**src/rtl/cnt_pkg.sv**
```systemverilog
// Shared types, constants and helpers for the compound name tokenizer.
package cnt_pkg;

	localparam int MAX_META_DEF = 4;
	localparam int META_BYTES   = 4;
	localparam int META_W       = 35;
	localparam int IDX_W        = 3;
	localparam int QDEPTH       = 4;

	typedef enum logic [IDX_W-1:0] {
		REG_SEP  = 3'd0,
		REG_ESC  = 3'd1,
		REG_OQA  = 3'd2,
		REG_CQA  = 3'd3,
		REG_OQB  = 3'd4,
		REG_CQB  = 3'd5,
		REG_FLAT = 3'd6
	} reg_idx_t;

	typedef struct packed {
		logic [2:0]  len;
		logic [31:0] bytes;
	} meta_t;

	typedef struct packed {
		meta_t sep;
		meta_t esc;
		meta_t oqa;
		meta_t cqa;
		meta_t oqb;
		meta_t cqb;
		logic  flat;
	} cfg_t;

	typedef enum logic [2:0] {
		MODE_START,
		MODE_PLAIN,
		MODE_QUOTED,
		MODE_CLOSED,
		MODE_ERROR
	} mode_t;

	typedef struct packed {
		logic       fin;
		logic [7:0] data;
		logic       m_sep;
		logic       m_esc;
		logic       m_oqa;
		logic       m_oqb;
		logic       m_cqa;
		logic       m_cqb;
	} op_t;

	typedef struct packed {
		logic [7:0] out_byte;
		logic       out_valid;
		logic       comp_done;
		logic       name_done;
		logic       name_error;
	} res_t;

	// Lengths of five to seven count as four.
	function automatic logic [2:0] eff_len(meta_t m);
		return (m.len > 3'd4) ? 3'd4 : m.len;
	endfunction

endpackage

```
**src/rtl/cnt_ifs.sv**
```systemverilog
// Channel interfaces: name bytes in, component results out, register writes.
interface cnt_in_if;
	logic       valid;
	logic       ready;
	logic [7:0] in_byte;
	logic       byte_present;
	logic       name_last;
	modport source (output valid, in_byte, byte_present, name_last, input ready);
	modport sink (input valid, in_byte, byte_present, name_last, output ready);
endinterface

interface cnt_out_if;
	logic       valid;
	logic       ready;
	logic [7:0] out_byte;
	logic       out_valid;
	logic       comp_done;
	logic       name_done;
	logic       name_error;
	modport source (output valid, out_byte, out_valid, comp_done, name_done, name_error,
		input ready);
	modport sink (input valid, out_byte, out_valid, comp_done, name_done, name_error,
		output ready);
endinterface

interface cnt_cfg_if;
	logic        valid;
	logic        ready;
	logic [2:0]  index;
	logic [34:0] data;
	modport source (output valid, index, data, input ready);
	modport sink (input valid, index, data, output ready);
endinterface

```
**src/rtl/compound_name_tokenizer.sv**
```systemverilog
// Top level: registers, front end, operation queue and back end of the tokenizer.
// A completed result goes from the window through the operation queue into the output register.
// Throughput: one byte per cycle while the queue has room; a final byte holds the input
// while the window drains, one window operation per cycle unless the queue is full.
// Reset: all parse state, the window count, the queue and the output clear; registers
// take their reset values (separator '/', all other meta strings absent, flat mode off).
module compound_name_tokenizer import cnt_pkg::*; #(
	parameter int MAX_META = MAX_META_DEF
) (
	input  logic      clk,
	input  logic      arst_n,
	cnt_in_if.sink    in_ch,
	cnt_out_if.source out_ch,
	cnt_cfg_if.sink   cfg_ch
);

	cfg_t cfg_q;
	logic q_full, q_push, q_valid, q_pop, drain;
	op_t  push_op, head_op;

	assign cfg_ch.ready = 1'b1;

	always_ff @(posedge clk or negedge arst_n) begin
		if (!arst_n) begin
			cfg_q <= '{sep: '{len: 3'd1, bytes: 32'h0000_002F}, esc: '0, oqa: '0,
				cqa: '0, oqb: '0, cqb: '0, flat: 1'b0};
		end else if (cfg_ch.valid) begin
			case (reg_idx_t'(cfg_ch.index))
				REG_SEP:  cfg_q.sep  <= meta_t'(cfg_ch.data);
				REG_ESC:  cfg_q.esc  <= meta_t'(cfg_ch.data);
				REG_OQA:  cfg_q.oqa  <= meta_t'(cfg_ch.data);
				REG_CQA:  cfg_q.cqa  <= meta_t'(cfg_ch.data);
				REG_OQB:  cfg_q.oqb  <= meta_t'(cfg_ch.data);
				REG_CQB:  cfg_q.cqb  <= meta_t'(cfg_ch.data);
				REG_FLAT: cfg_q.flat <= cfg_ch.data[0];
				default: begin
				end
			endcase
		end
	end

	cnt_front #(.MAX_META(MAX_META)) u_front (
		.clk    (clk),
		.arst_n (arst_n),
		.cfg    (cfg_q),
		.in     (in_ch),
		.q_full (q_full),
		.q_push (q_push),
		.q_op   (push_op),
		.drain  (drain)
	);

	cnt_queue #(.DEPTH(QDEPTH)) u_queue (
		.clk    (clk),
		.arst_n (arst_n),
		.push   (q_push),
		.op_in  (push_op),
		.full   (q_full),
		.valid  (q_valid),
		.op_out (head_op),
		.pop    (q_pop)
	);

	cnt_back u_back (
		.clk     (clk),
		.arst_n  (arst_n),
		.cfg     (cfg_q),
		.q_valid (q_valid),
		.q_op    (head_op),
		.q_pop   (q_pop),
		.out     (out_ch)
	);

	a_no_overflow: assert property (@(posedge clk) disable iff (!arst_n)
		q_push |-> !q_full)
		else $error("operation pushed into a full queue");

	a_drain_blocks: assert property (@(posedge clk) disable iff (!arst_n)
		drain |-> !in_ch.ready)
		else $error("input taken while the window drains");

	a_error_shape: assert property (@(posedge clk) disable iff (!arst_n)
		(out_ch.valid && out_ch.name_error) |->
			(out_ch.name_done && !out_ch.comp_done && !out_ch.out_valid))
		else $error("error result is not a bare end of name");

endmodule

```
**src/rtl/cnt_front.sv**
```systemverilog
// Front end: lookahead window, meta string matching and drain at the end of a name.
module cnt_front import cnt_pkg::*; #(
	parameter int MAX_META = MAX_META_DEF
) (
	input  logic   clk,
	input  logic   arst_n,
	input  cfg_t   cfg,
	cnt_in_if.sink in,
	input  logic   q_full,
	output logic   q_push,
	output op_t    q_op,
	output logic   drain
);

	localparam int CW   = $clog2(MAX_META + 1);
	localparam int NCMP = (MAX_META < META_BYTES) ? MAX_META : META_BYTES;

	logic [7:0]            win_q [MAX_META];
	logic [7:0]            win_in [MAX_META];
	logic [7:0]            cur_win [MAX_META];
	logic [7:0]            shifted [MAX_META];
	logic [8*MAX_META-1:0] cur_flat;
	logic [CW-1:0]         cnt_q, cnt_in, cur_cnt, cnt_m1;
	logic                  drain_q, accept, do_pop, do_fin;

	function automatic logic meta_hit(meta_t m, logic [8*MAX_META-1:0] w, logic [CW-1:0] c);
		logic [2:0] l;
		logic       hit;
		l = eff_len(m);
		hit = (l != 3'd0) && (int'(l) <= int'(c));
		for (int i = 0; i < NCMP; i++) begin
			if (i < int'(l) && w[8*i +: 8] != m.bytes[8*i +: 8]) begin
				hit = 1'b0;
			end
		end
		return hit;
	endfunction

	assign in.ready = !drain_q && !q_full;
	assign accept   = in.valid && in.ready;
	assign drain    = drain_q;

	always_comb begin
		for (int i = 0; i < MAX_META; i++) begin
			win_in[i] = (in.byte_present && cnt_q == CW'(i)) ? in.in_byte : win_q[i];
		end
		cnt_in  = cnt_q + CW'(in.byte_present);
		cur_win = drain_q ? win_q : win_in;
		cur_cnt = drain_q ? cnt_q : cnt_in;
		cnt_m1  = cur_cnt - CW'(1);
		for (int i = 0; i < MAX_META; i++) begin
			cur_flat[8*i +: 8] = cur_win[i];
		end
		for (int i = 0; i < MAX_META - 1; i++) begin
			shifted[i] = cur_win[i+1];
		end
		shifted[MAX_META-1] = 8'd0;
	end

	always_comb begin
		do_pop = 1'b0;
		do_fin = 1'b0;
		if (drain_q || (accept && in.name_last)) begin
			do_pop = (cur_cnt != '0);
			do_fin = (cur_cnt == '0);
		end else if (accept) begin
			do_pop = (cur_cnt == CW'(MAX_META));
		end
	end

	assign q_push = (do_pop || do_fin) && !q_full;

	always_comb begin
		q_op.fin   = do_fin;
		q_op.data  = cur_win[0];
		q_op.m_sep = !cfg.flat && meta_hit(cfg.sep, cur_flat, cur_cnt);
		q_op.m_esc = meta_hit(cfg.esc, cur_flat, cur_cnt);
		q_op.m_oqa = meta_hit(cfg.oqa, cur_flat, cur_cnt);
		q_op.m_oqb = meta_hit(cfg.oqb, cur_flat, cur_cnt);
		q_op.m_cqa = meta_hit(cfg.cqa, cur_flat, cur_cnt);
		q_op.m_cqb = meta_hit(cfg.cqb, cur_flat, cur_cnt);
	end

	always_ff @(posedge clk or negedge arst_n) begin
		if (!arst_n) begin
			cnt_q   <= '0;
			drain_q <= 1'b0;
		end else if (drain_q) begin
			if (!q_full) begin
				if (do_pop) begin
					cnt_q <= cnt_m1;
				end else begin
					cnt_q   <= '0;
					drain_q <= 1'b0;
				end
			end
		end else if (accept) begin
			if (do_pop) begin
				cnt_q   <= cnt_m1;
				drain_q <= in.name_last;
			end else if (do_fin) begin
				cnt_q <= '0;
			end else begin
				cnt_q <= cnt_in;
			end
		end
	end

	always_ff @(posedge clk) begin
		if ((drain_q && !q_full && do_pop) || (accept && do_pop)) begin
			win_q <= shifted;
		end else if (accept && !do_fin) begin
			win_q <= win_in;
		end
	end

endmodule

```
**src/rtl/cnt_queue.sv**
```systemverilog
// Short queue of classified window operations between front and back.
module cnt_queue import cnt_pkg::*; #(
	parameter int DEPTH = QDEPTH
) (
	input  logic clk,
	input  logic arst_n,
	input  logic push,
	input  op_t  op_in,
	output logic full,
	output logic valid,
	output op_t  op_out,
	input  logic pop
);

	localparam int AW = (DEPTH > 1) ? $clog2(DEPTH) : 1;
	localparam int NW = $clog2(DEPTH + 1);

	op_t           mem_q [DEPTH];
	logic [AW-1:0] wr_q, rd_q;
	logic [NW-1:0] fill_q;
	logic          do_push, do_pop;

	assign full    = (fill_q == NW'(DEPTH));
	assign valid   = (fill_q != '0);
	assign op_out  = mem_q[rd_q];
	assign do_push = push && !full;
	assign do_pop  = pop && valid;

	always_ff @(posedge clk or negedge arst_n) begin
		if (!arst_n) begin
			wr_q   <= '0;
			rd_q   <= '0;
			fill_q <= '0;
		end else begin
			if (do_push) begin
				wr_q <= (wr_q == AW'(DEPTH - 1)) ? '0 : wr_q + AW'(1);
			end
			if (do_pop) begin
				rd_q <= (rd_q == AW'(DEPTH - 1)) ? '0 : rd_q + AW'(1);
			end
			if (do_push && !do_pop) begin
				fill_q <= fill_q + NW'(1);
			end else if (do_pop && !do_push) begin
				fill_q <= fill_q - NW'(1);
			end
		end
	end

	always_ff @(posedge clk) begin
		if (do_push) begin
			mem_q[wr_q] <= op_in;
		end
	end

endmodule

```
**src/rtl/cnt_back.sv**
```systemverilog
// Back end: parse state machine over window operations and the output register.
module cnt_back import cnt_pkg::*; (
	input  logic       clk,
	input  logic       arst_n,
	input  cfg_t       cfg,
	input  logic       q_valid,
	input  op_t        q_op,
	output logic       q_pop,
	cnt_out_if.source  out
);

	mode_t      mode_q, mode_d;
	logic       qk_q, qk_d, lit_q, lit_d;
	logic [2:0] skip_q, skip_d;
	logic [2:0] cq_len, cq_skip, sep_skip, esc_skip, oqa_skip, oqb_skip;
	logic       m_cq, take, has_res, ov_q;
	res_t       res_d, res_q, byte_res, comp_res;

	assign m_cq     = qk_q ? q_op.m_cqb : q_op.m_cqa;
	assign cq_len   = eff_len(qk_q ? cfg.cqb : cfg.cqa);
	assign cq_skip  = cq_len - 3'd1;
	assign sep_skip = eff_len(cfg.sep) - 3'd1;
	assign esc_skip = eff_len(cfg.esc) - 3'd1;
	assign oqa_skip = eff_len(cfg.oqa) - 3'd1;
	assign oqb_skip = eff_len(cfg.oqb) - 3'd1;

	assign take  = q_valid && (!ov_q || out.ready);
	assign q_pop = take;

	assign byte_res = '{out_byte: q_op.data, out_valid: 1'b1, default: 1'b0};
	assign comp_res = '{out_byte: 8'd0, comp_done: 1'b1, default: 1'b0};

	// Next state.
	always_comb begin
		mode_d = mode_q;
		qk_d   = qk_q;
		skip_d = skip_q;
		lit_d  = lit_q;
		if (q_op.fin) begin
			mode_d = MODE_START;
			qk_d   = 1'b0;
			skip_d = 3'd0;
			lit_d  = 1'b0;
		end else if (skip_q != 3'd0) begin
			skip_d = skip_q - 3'd1;
		end else begin
			case (mode_q)
				MODE_ERROR: begin
				end
				MODE_QUOTED: begin
					if (lit_q) begin
						lit_d = 1'b0;
					end else if (cq_len == 3'd0) begin
						// An empty close quote ends the quote at once; this byte
						// must then be a separator.
						if (q_op.m_sep) begin
							skip_d = sep_skip;
							mode_d = MODE_START;
						end else begin
							mode_d = MODE_ERROR;
						end
					end else if (m_cq) begin
						skip_d = cq_skip;
						mode_d = MODE_CLOSED;
					end else if (q_op.m_esc) begin
						skip_d = esc_skip;
						lit_d  = 1'b1;
					end
				end
				MODE_CLOSED: begin
					if (q_op.m_sep) begin
						skip_d = sep_skip;
						mode_d = MODE_START;
					end else begin
						mode_d = MODE_ERROR;
					end
				end
				default: begin
					if (lit_q) begin
						lit_d  = 1'b0;
						mode_d = MODE_PLAIN;
					end else if (mode_q == MODE_START && q_op.m_oqa) begin
						skip_d = oqa_skip;
						qk_d   = 1'b0;
						mode_d = MODE_QUOTED;
					end else if (mode_q == MODE_START && q_op.m_oqb) begin
						skip_d = oqb_skip;
						qk_d   = 1'b1;
						mode_d = MODE_QUOTED;
					end else if (q_op.m_esc) begin
						skip_d = esc_skip;
						lit_d  = 1'b1;
						mode_d = MODE_PLAIN;
					end else if (q_op.m_sep) begin
						skip_d = sep_skip;
						mode_d = MODE_START;
					end else begin
						mode_d = MODE_PLAIN;
					end
				end
			endcase
		end
	end

	// Result of the operation.
	always_comb begin
		has_res = 1'b0;
		res_d   = byte_res;
		if (q_op.fin) begin
			has_res = 1'b1;
			if (mode_q == MODE_ERROR || mode_q == MODE_QUOTED || lit_q) begin
				res_d = '{out_byte: 8'd0, name_done: 1'b1, name_error: 1'b1, default: 1'b0};
			end else begin
				res_d = '{out_byte: 8'd0, comp_done: 1'b1, name_done: 1'b1, default: 1'b0};
			end
		end else if (skip_q == 3'd0) begin
			case (mode_q)
				MODE_ERROR: begin
				end
				MODE_QUOTED: begin
					if (lit_q) begin
						has_res = 1'b1;
					end else if (cq_len == 3'd0) begin
						has_res = q_op.m_sep;
						res_d   = comp_res;
					end else if (!m_cq && !q_op.m_esc) begin
						has_res = 1'b1;
					end
				end
				MODE_CLOSED: begin
					has_res = q_op.m_sep;
					res_d   = comp_res;
				end
				default: begin
					if (lit_q) begin
						has_res = 1'b1;
					end else if (mode_q == MODE_START && (q_op.m_oqa || q_op.m_oqb)) begin
						has_res = 1'b0;
					end else if (q_op.m_esc) begin
						has_res = 1'b0;
					end else if (q_op.m_sep) begin
						has_res = 1'b1;
						res_d   = comp_res;
					end else begin
						has_res = 1'b1;
					end
				end
			endcase
		end
	end

	always_ff @(posedge clk or negedge arst_n) begin
		if (!arst_n) begin
			mode_q <= MODE_START;
			qk_q   <= 1'b0;
			skip_q <= 3'd0;
			lit_q  <= 1'b0;
			ov_q   <= 1'b0;
		end else begin
			if (take) begin
				mode_q <= mode_d;
				qk_q   <= qk_d;
				skip_q <= skip_d;
				lit_q  <= lit_d;
			end
			if (take && has_res) begin
				ov_q <= 1'b1;
			end else if (out.ready) begin
				ov_q <= 1'b0;
			end
		end
	end

	always_ff @(posedge clk) begin
		if (take && has_res) begin
			res_q <= res_d;
		end
	end

	assign out.valid      = ov_q;
	assign out.out_byte   = res_q.out_byte;
	assign out.out_valid  = res_q.out_valid;
	assign out.comp_done  = res_q.comp_done;
	assign out.name_done  = res_q.name_done;
	assign out.name_error = res_q.name_error;

endmodule

```
**src/flat_wrapper.sv**
```systemverilog
// flat-port wrapper written by rule: the top's interface ports become plain ports
module compound_name_tokenizer_flat import cnt_pkg::*;
#(
	parameter int MAX_META = MAX_META_DEF
)
  (clk, arst_n, in_ch_valid, in_ch_in_byte, in_ch_byte_present, in_ch_name_last, in_ch_ready, out_ch_valid, out_ch_out_byte, out_ch_out_valid, out_ch_comp_done, out_ch_name_done, out_ch_name_error, out_ch_ready, cfg_ch_valid, cfg_ch_index, cfg_ch_data, cfg_ch_ready);
  cnt_in_if in_ch_i ();
  cnt_out_if out_ch_i ();
  cnt_cfg_if cfg_ch_i ();
  input  logic clk;
  input  logic arst_n;
  input wire logic [$bits(in_ch_i.valid)-1:0] in_ch_valid;
  input wire logic [$bits(in_ch_i.in_byte)-1:0] in_ch_in_byte;
  input wire logic [$bits(in_ch_i.byte_present)-1:0] in_ch_byte_present;
  input wire logic [$bits(in_ch_i.name_last)-1:0] in_ch_name_last;
  output wire logic [$bits(in_ch_i.ready)-1:0] in_ch_ready;
  output wire logic [$bits(out_ch_i.valid)-1:0] out_ch_valid;
  output wire logic [$bits(out_ch_i.out_byte)-1:0] out_ch_out_byte;
  output wire logic [$bits(out_ch_i.out_valid)-1:0] out_ch_out_valid;
  output wire logic [$bits(out_ch_i.comp_done)-1:0] out_ch_comp_done;
  output wire logic [$bits(out_ch_i.name_done)-1:0] out_ch_name_done;
  output wire logic [$bits(out_ch_i.name_error)-1:0] out_ch_name_error;
  input wire logic [$bits(out_ch_i.ready)-1:0] out_ch_ready;
  input wire logic [$bits(cfg_ch_i.valid)-1:0] cfg_ch_valid;
  input wire logic [$bits(cfg_ch_i.index)-1:0] cfg_ch_index;
  input wire logic [$bits(cfg_ch_i.data)-1:0] cfg_ch_data;
  output wire logic [$bits(cfg_ch_i.ready)-1:0] cfg_ch_ready;
  assign in_ch_i.valid = in_ch_valid;
  assign in_ch_i.in_byte = in_ch_in_byte;
  assign in_ch_i.byte_present = in_ch_byte_present;
  assign in_ch_i.name_last = in_ch_name_last;
  assign in_ch_ready = in_ch_i.ready;
  assign out_ch_valid = out_ch_i.valid;
  assign out_ch_out_byte = out_ch_i.out_byte;
  assign out_ch_out_valid = out_ch_i.out_valid;
  assign out_ch_comp_done = out_ch_i.comp_done;
  assign out_ch_name_done = out_ch_i.name_done;
  assign out_ch_name_error = out_ch_i.name_error;
  assign out_ch_i.ready = out_ch_ready;
  assign cfg_ch_i.valid = cfg_ch_valid;
  assign cfg_ch_i.index = cfg_ch_index;
  assign cfg_ch_i.data = cfg_ch_data;
  assign cfg_ch_ready = cfg_ch_i.ready;
  compound_name_tokenizer #(.MAX_META(MAX_META)) u_core (.clk(clk), .arst_n(arst_n), .in_ch(in_ch_i), .out_ch(out_ch_i), .cfg_ch(cfg_ch_i));
endmodule
```
**config.mk**
```make
export PLATFORM = sky130hd
export DESIGN_NAME = compound_name_tokenizer_flat
export DESIGN_NICKNAME = d
export VERILOG_FILES = /design/src/rtl/cnt_pkg.sv /design/src/rtl/cnt_ifs.sv /design/src/rtl/compound_name_tokenizer.sv /design/src/rtl/cnt_front.sv /design/src/rtl/cnt_queue.sv /design/src/rtl/cnt_back.sv /design/src/flat_wrapper.sv
export SDC_FILE = /design/constraint.sdc
export NUM_CORES = 1
export LEC_CHECK = 0
export BUFFER_PORTS_ARGS = -buffer_cell sky130_fd_sc_hd__buf_4
export CAP_MARGIN = 40
export CORE_ASPECT_RATIO = 2
export CORE_MARGIN = 5
export CORE_UTILIZATION = 68
export DETAILED_ROUTE_END_ITERATION = 10
export PLACE_DENSITY = 0.88
export REMOVE_ABC_BUFFERS = 1
export SYNTH_ARGS = -nofsm -noshare
export SYNTH_HDL_FRONTEND = slang
export SYNTH_SLANG_ARGS = --single-unit
```
**constraint.sdc**
```tcl
create_clock -name clk -period 9.8 [get_ports clk]
set_input_delay 0.49 -clock clk [delete_from_list [all_inputs] [get_ports clk]]
set_output_delay 0.49 -clock clk [all_outputs]
set_load 0.01 [all_outputs]
```
Word-level counts from Yosys, hierarchy flattened

Memories as Yosys holds them, arrays and structs flattened.
Cells that the tools add are included.

Memories: 1
Input port bits: 53
Register bits after elaboration: 275
Logic and storage cells: 359
Output and inout bits: 15
Memory bits (writable): 60

Memories:

| name                 | words | width | read ports | clocked after memory_dff | write ports | RTL line        | source |
|---|---|---|---|---|---|---|---|
| u_core.u_queue.mem_q | 4     | 15    | 1          | 0                        | 1           | cnt_queue.sv:18 | `op_t mem_q [DEPTH];` |

Reduce and logical (&&, ||, !) cells: 103
Multiplexer cells: 122
Order comparisons: 37
Add/subtract/negate cells: 12
Eq/ne operators: 52

Operators by type and width:

| cell                                                                         | number |
|---|---|
| 8-bit != test                                                                | 24 |
| 3-bit 2-to-1 mux                                                             | 34 |
| 12-bit 2-to-1 mux                                                            | 8 |
| 32-bit 2-to-1 mux                                                            | 3 |
| 1-bit 2-to-1 mux                                                             | 62 |
| 1-bit logical AND                                                            | 53 |
| 1-bit by 3-bit less-than comparator with 1-bit output (first input constant) | 12 |
| 2-bit by 3-bit less-than comparator with 1-bit output (first input constant) | 12 |
| 12-bit one-hot mux with 3 select lines                                       | 1 |
| 35-bit 2-to-1 mux                                                            | 1 |
| 8-bit 2-to-1 mux                                                             | 4 |
| 3-bit nonzero test                                                           | 10 |
| 3-bit by 1-bit subtractor with 3-bit output (second input constant)          | 8 |
| 3-bit > comparator (second input constant)                                   | 7 |
| 3-bit by 2-bit equality test with 1-bit output (second input constant)       | 6 |
| 3-bit equality test (second input constant)                                  | 6 |
| 3-bit <= comparator                                                          | 6 |
| 3-bit zero test                                                              | 6 |
| 3-bit one-hot mux with 3 select lines                                        | 2 |
| 2-bit AND reduction                                                          | 8 |
| 5-bit AND reduction                                                          | 3 |
| 2-bit 2-to-1 mux                                                             | 5 |
| 2-bit by 1-bit != test with 1-bit output (second input constant)             | 5 |
| 1-bit zero test                                                              | 9 |
| 17 further kinds                                                             | 31 |

Logic depth before layout (Yosys ltp)

Word-level depth: 14
Gate-level depth with buffers: 13
Mapped depth without buffers: 13

Cells and area by module

Synthesis repeated with hierarchy kept, for this count alone.

Cell total of the unflattened synthesis: 1592
Area, all modules: 18641.6 um2

Modules (own cells, without submodules):

| module                  | cells each | sequential area each (um2) | area an instance (um2) | times used |
|---|---|---|---|---|
| compound_name_tokenizer | 453        | 5287.6                     | 7961.4                 | 1 |
| cnt_front               | 834        | 980.9                      | 6316.1                 | 1 |
| cnt_queue               | 116        | 1976.9                     | 2651.3                 | 1 |
| cnt_back                | 189        | 585.6                      | 1712.9                 | 1 |

Worst setup path after synthesis

No wires, ideal clock.

Path kind: register to register
Start point: register u_core.u_front.cnt_q[0]
End point: memory u_core.u_queue.mem_q[0][1] (netlist name), data pin
Path slack: 6.642 ns
Buffers on the path: 2
Arrival: 2.868 ns
Setup time: 0.290 ns
Period minus slack after synthesis: 3.158 ns
Data required time: 9.510 ns
Cell stages (with the launch flop): 10
Cells stage by stage: dfrtp_1 -> buf_2 -> or4b_1 -> clkbuf_1 -> nor2_1 -> mux2_2 -> xor2_1 -> nor4_1 -> nand4_1 -> a2111oi_0

RTL lines:

| element                | RTL line         | source |
|---|---|---|
| start, declared        | cnt_front.sv:23  | `logic [CW-1:0] cnt_q, cnt_in, cur_cnt, cnt_m1;` |
| start signal, assigned | cnt_front.sv:91  | `cnt_q <= cnt_m1;` |
| start signal, assigned | cnt_front.sv:99  | `cnt_q <= cnt_m1;` |
| start signal, assigned | cnt_front.sv:104 | `cnt_q <= cnt_in;` |
| end, declared          | cnt_queue.sv:18  |  |

==> flow_metrics.py <==
metrics = {
    "run_status": {
        "status": "complete, no violations",
    },
    "critical_path": {
        "critPathMaxStageDelay_ps": 890,
        "crit_cells": 7,
        "crit_path_end_kind": "flip-flop",
        "cp.arrival_ps": 5150,
        "reg2reg_depth": 7,
        "slowest_stage": "nor2_1",
        "critPathBufInv": 0,
        "critPathRequiredTime_ps": 10070,
        "crit_path_max_fanout": 14,
        "rr_startpoint": "u_core.u_front.cnt_q[2]",
        "path_cells": "nand4bb_1, nor2_1, a21oi_1, a221o_1, nor4_1, nand3_1, a2111oi_0",
        "path_class": "flip-flop to flip-flop",
        "startpoint_type": "flip-flop",
        "startpoint": "u_core.u_front.cnt_q[2]",
        "rrSetupSlack_ps": 4920,
        "rr_endpoint": "u_core.u_queue.mem_q[1][0]",
        "crit_family": "simple AND/OR/NAND/NOR gates",
    },
    "clock_tree": {
        "cts_hold_buf": 1,
        "cts_root_buf": "clkbuf_16",
        "ctsResizeCount": 0,
        "cts.clk_slew.worst_paths_ps": 70,
        "cts.sink_count": 335,
        "cts_tree": "built",
        "htree_levels": 1,
        "clk_latency_ps": 590,
        "cts_max_path_buffers": 3,
        "cts_inserted_buffers": 30,
        "postCtsSetupBuffers": 0,
    },
    "synth": {
        "ys_warn_count": 0,
        "synth-xor-area-share_pct": 8.40,
        "synthMuxAreaShare_pct": 15.7,
        "synth_adder_area_share_pct": 2.05,
        "avgSynthCellArea_um2": 11.0,
        "syn_area_um2": 18500,
        "synth_top_family_by_area": "multiplexers",
        "synth_compound_area_share_pct": 11.8,
        "synthSimpleGateAreaFrac_pct": 10.7,
        "synth_edf_count": 96,
        "synth_top_area_share_pct": 30.5,
        "yosysUniqueCellTypes": 83,
        "synth_flop_cell": "dfrtp_1",
        "synth.most_common_cell": "dfrtp_1",
        "synthTopCellsByCount": "dfrtp_1, mux2_2, nand2_1, xnor2_1, edfxtp_1",
        "async_reset_ff_share_pct": 69.0,
        "synth-seq-area-share_pct": 47.9,
        "syn_inst": 1671,
        "synth_largest_area_cell": "dfrtp_1",
        "synth-seq-cells": 335,
        "synth_area_leaders": "dfrtp_1, edfxtp_1, mux2_2, xnor2_1, xor2_1",
    },
    "global_route": {
        "grt.total_usage_pct": 37.9,
        "overflow": 0,
        "grt_pass1_wl_um": 88600,
        "grt_pass1_vias": 14900,
        "antenna_found_initial": 0,
        "grt_max_degree": 81,
    },
    "placement": {
        "dpl_cell_area_um2": 19300,
        "place_inst": 2015,
        "place.port_buffers": 66,
        "globalplace.congestion": 1.02,
        "dp_hpwl_um": 42100,
    },
    "floorplan": {
        "core.rowCount": 85,
        "io_pins": 68,
        "die_h_um": 243,
        "die_w_um": 126,
        "initial_utilization_pct": 68.6,
        "die_area_um2": 30700,
        "fp.coreArea_um2": 26900,
    },
    "timing": {
        "min_period_ps": 4880,
        "final-max-slew-violation-count": 0,
        "hold_violations": 0,
        "fin_setup_tns_ps": 0,
        "setup_violations": 0,
        "worst_slew_pin_slew_ps": 974,
        "skew_ps": 26.4,
        "rsz0062_at_grt": "no",
        "clock.fmax_mhz": 205,
        "holdWs_ps": 160,
        "slew_headroom_pct": 34.4,
        "min_period_over_period_pct": 49.8,
    },
    "route": {
        "avgViaCountPerCell": 6.83,
        "wl_um": 58400,
        "drtIter0Drc": 1181,
        "drtAntennaViolNets": 0,
        "vias": 14200,
        "routedWlPerCell_um": 28.1,
        "remaining_drc_errors": 0,
        "firstDrtPassIters": 6,
    },
    "worst_hold_path": {
        "min_from": "cfg_ch_data[20]",
        "holdPathEnd": "u_core.cfg_q[126]",
        "min_path_cells": 3,
        "hp-class": "input port to flip-flop",
    },
    "layout": {
        "synthToLayoutAreaGrowth_pct": 10.2,
        "layout-drive-gt1-share_pct": 21.6,
        "fin_area_um2": 20300,
        "finalNetCount": 1783,
        "final_cells": 2074,
        "n_antenna_cell": 0,
    },
    "pwr": {
        "peakVddDrop_mv": 0.204,
        "p_leak_nw": 8.16,
        "p_per_area_nw_per_um2": 308,
    },
    "flow_run": {
        "cap_violations": 0,
    },
}
-- layout make-up --
type                       instances  area (um2)
tap                              348         435
clock buffer                      39         846
sequential                       335        8830
timing repair buffer              91         758
fill                            1782        6570
inverter                          75         282
clock inverter                    17         190
multi-input combinational       1169        9000
-- report_power, final --
group          switching (mW)  total [mW]  internal [mW]
Sequential              0.497        2.44           1.94
Clock                   0.545        1.24          0.692
Combinational            1.52        2.59           1.07
-- placed cells by master (no fill, tap or decap), drive strengths merged, types with 56 or more instances in the layout --
cell type,instances
a21oi,56
buf,87
dfrtp,225
edfxtp,96
inv,73
mux2,195
nand2,108
nor2,70
o21ai,95
xnor2,108
xor2,69
-- per-layer routing --
layer | GRT usage [%] | vias up | share of wire (%) | routed length, um
li1 | - | 6154 | - | -
met1 | 40.3 | 6972 | 33 | 19100
met2 | 66.2 | 723 | 51 | 29900
met3 | 5.19 | 318 | 6.1 | 3530
met4 | 29.8 | 0 | 9.9 | 5760
met5 | 0 | - | 0 | 0
-- kinds of logic (layout without fill, tap and decap cells) --
kind of cell | count (synthesis) | after routing
simple gates | 388 | 388
flops | 335 | 335
compound gates | 328 | 328
mux | 245 | 245
xor+xnor | 177 | 177
buf+inv | 167 | 222
fa+ha+maj | 30 | 30
other cells | 1 | 1
-- flip-flops by register name, summed over array words and instances (netlist names) --
name	flops
u_core.cfg_q	211
u_core.u_back.qk_q	1
u_core.u_back.mode_q	3
u_core.u_back.out.out_valid	1
u_core.u_front.drain	1
u_core.u_queue.rd_q	2
u_core.u_back.skip_q	3
u_core.u_back.out.name_error	1
u_core.u_back.out.name_done	1
u_core.u_queue.fill_q	3
u_core.u_front.cnt_q	3
u_core.u_back.lit_q	1
u_core.u_back.out.valid	1
u_core.u_queue.mem_q	60
u_core.u_front.win_q	32
u_core.u_queue.wr_q	2
u_core.u_back.out.comp_done	1
u_core.u_back.out.out_byte	8
-- through the flow --
step                      total power [mW]  setup slack, ps  util, %
after detailed placement              4.95             5200     71.6
after CTS                             6.20             5150     75.5
final                                 6.26             4920     75.6
after global routing                  6.56             4790     75.6
after floorplan                       3.97             5820        -
after global placement                4.79             5380     71.2
-- worst max path at each step --
stage	slack, ps	to
2_1_floorplan	5820	u_core.cfg_q[143]
3_3_place_gp	5380	u_core.u_queue.mem_q[0][0]
3_5_place_dp	5200	u_core.u_queue.mem_q[2][0]
4_1_cts	5150	u_core.u_queue.mem_q[1][0]
5_1_grt	4790	u_core.u_queue.mem_q[3][0]
6_report	4920	u_core.u_queue.mem_q[1][0]
-- worst min-delay path: stages --
cell	delay, ps
buf_4	110
nand2_1	50
o21ai_0	60
Power figures use the tool's default switching activity.
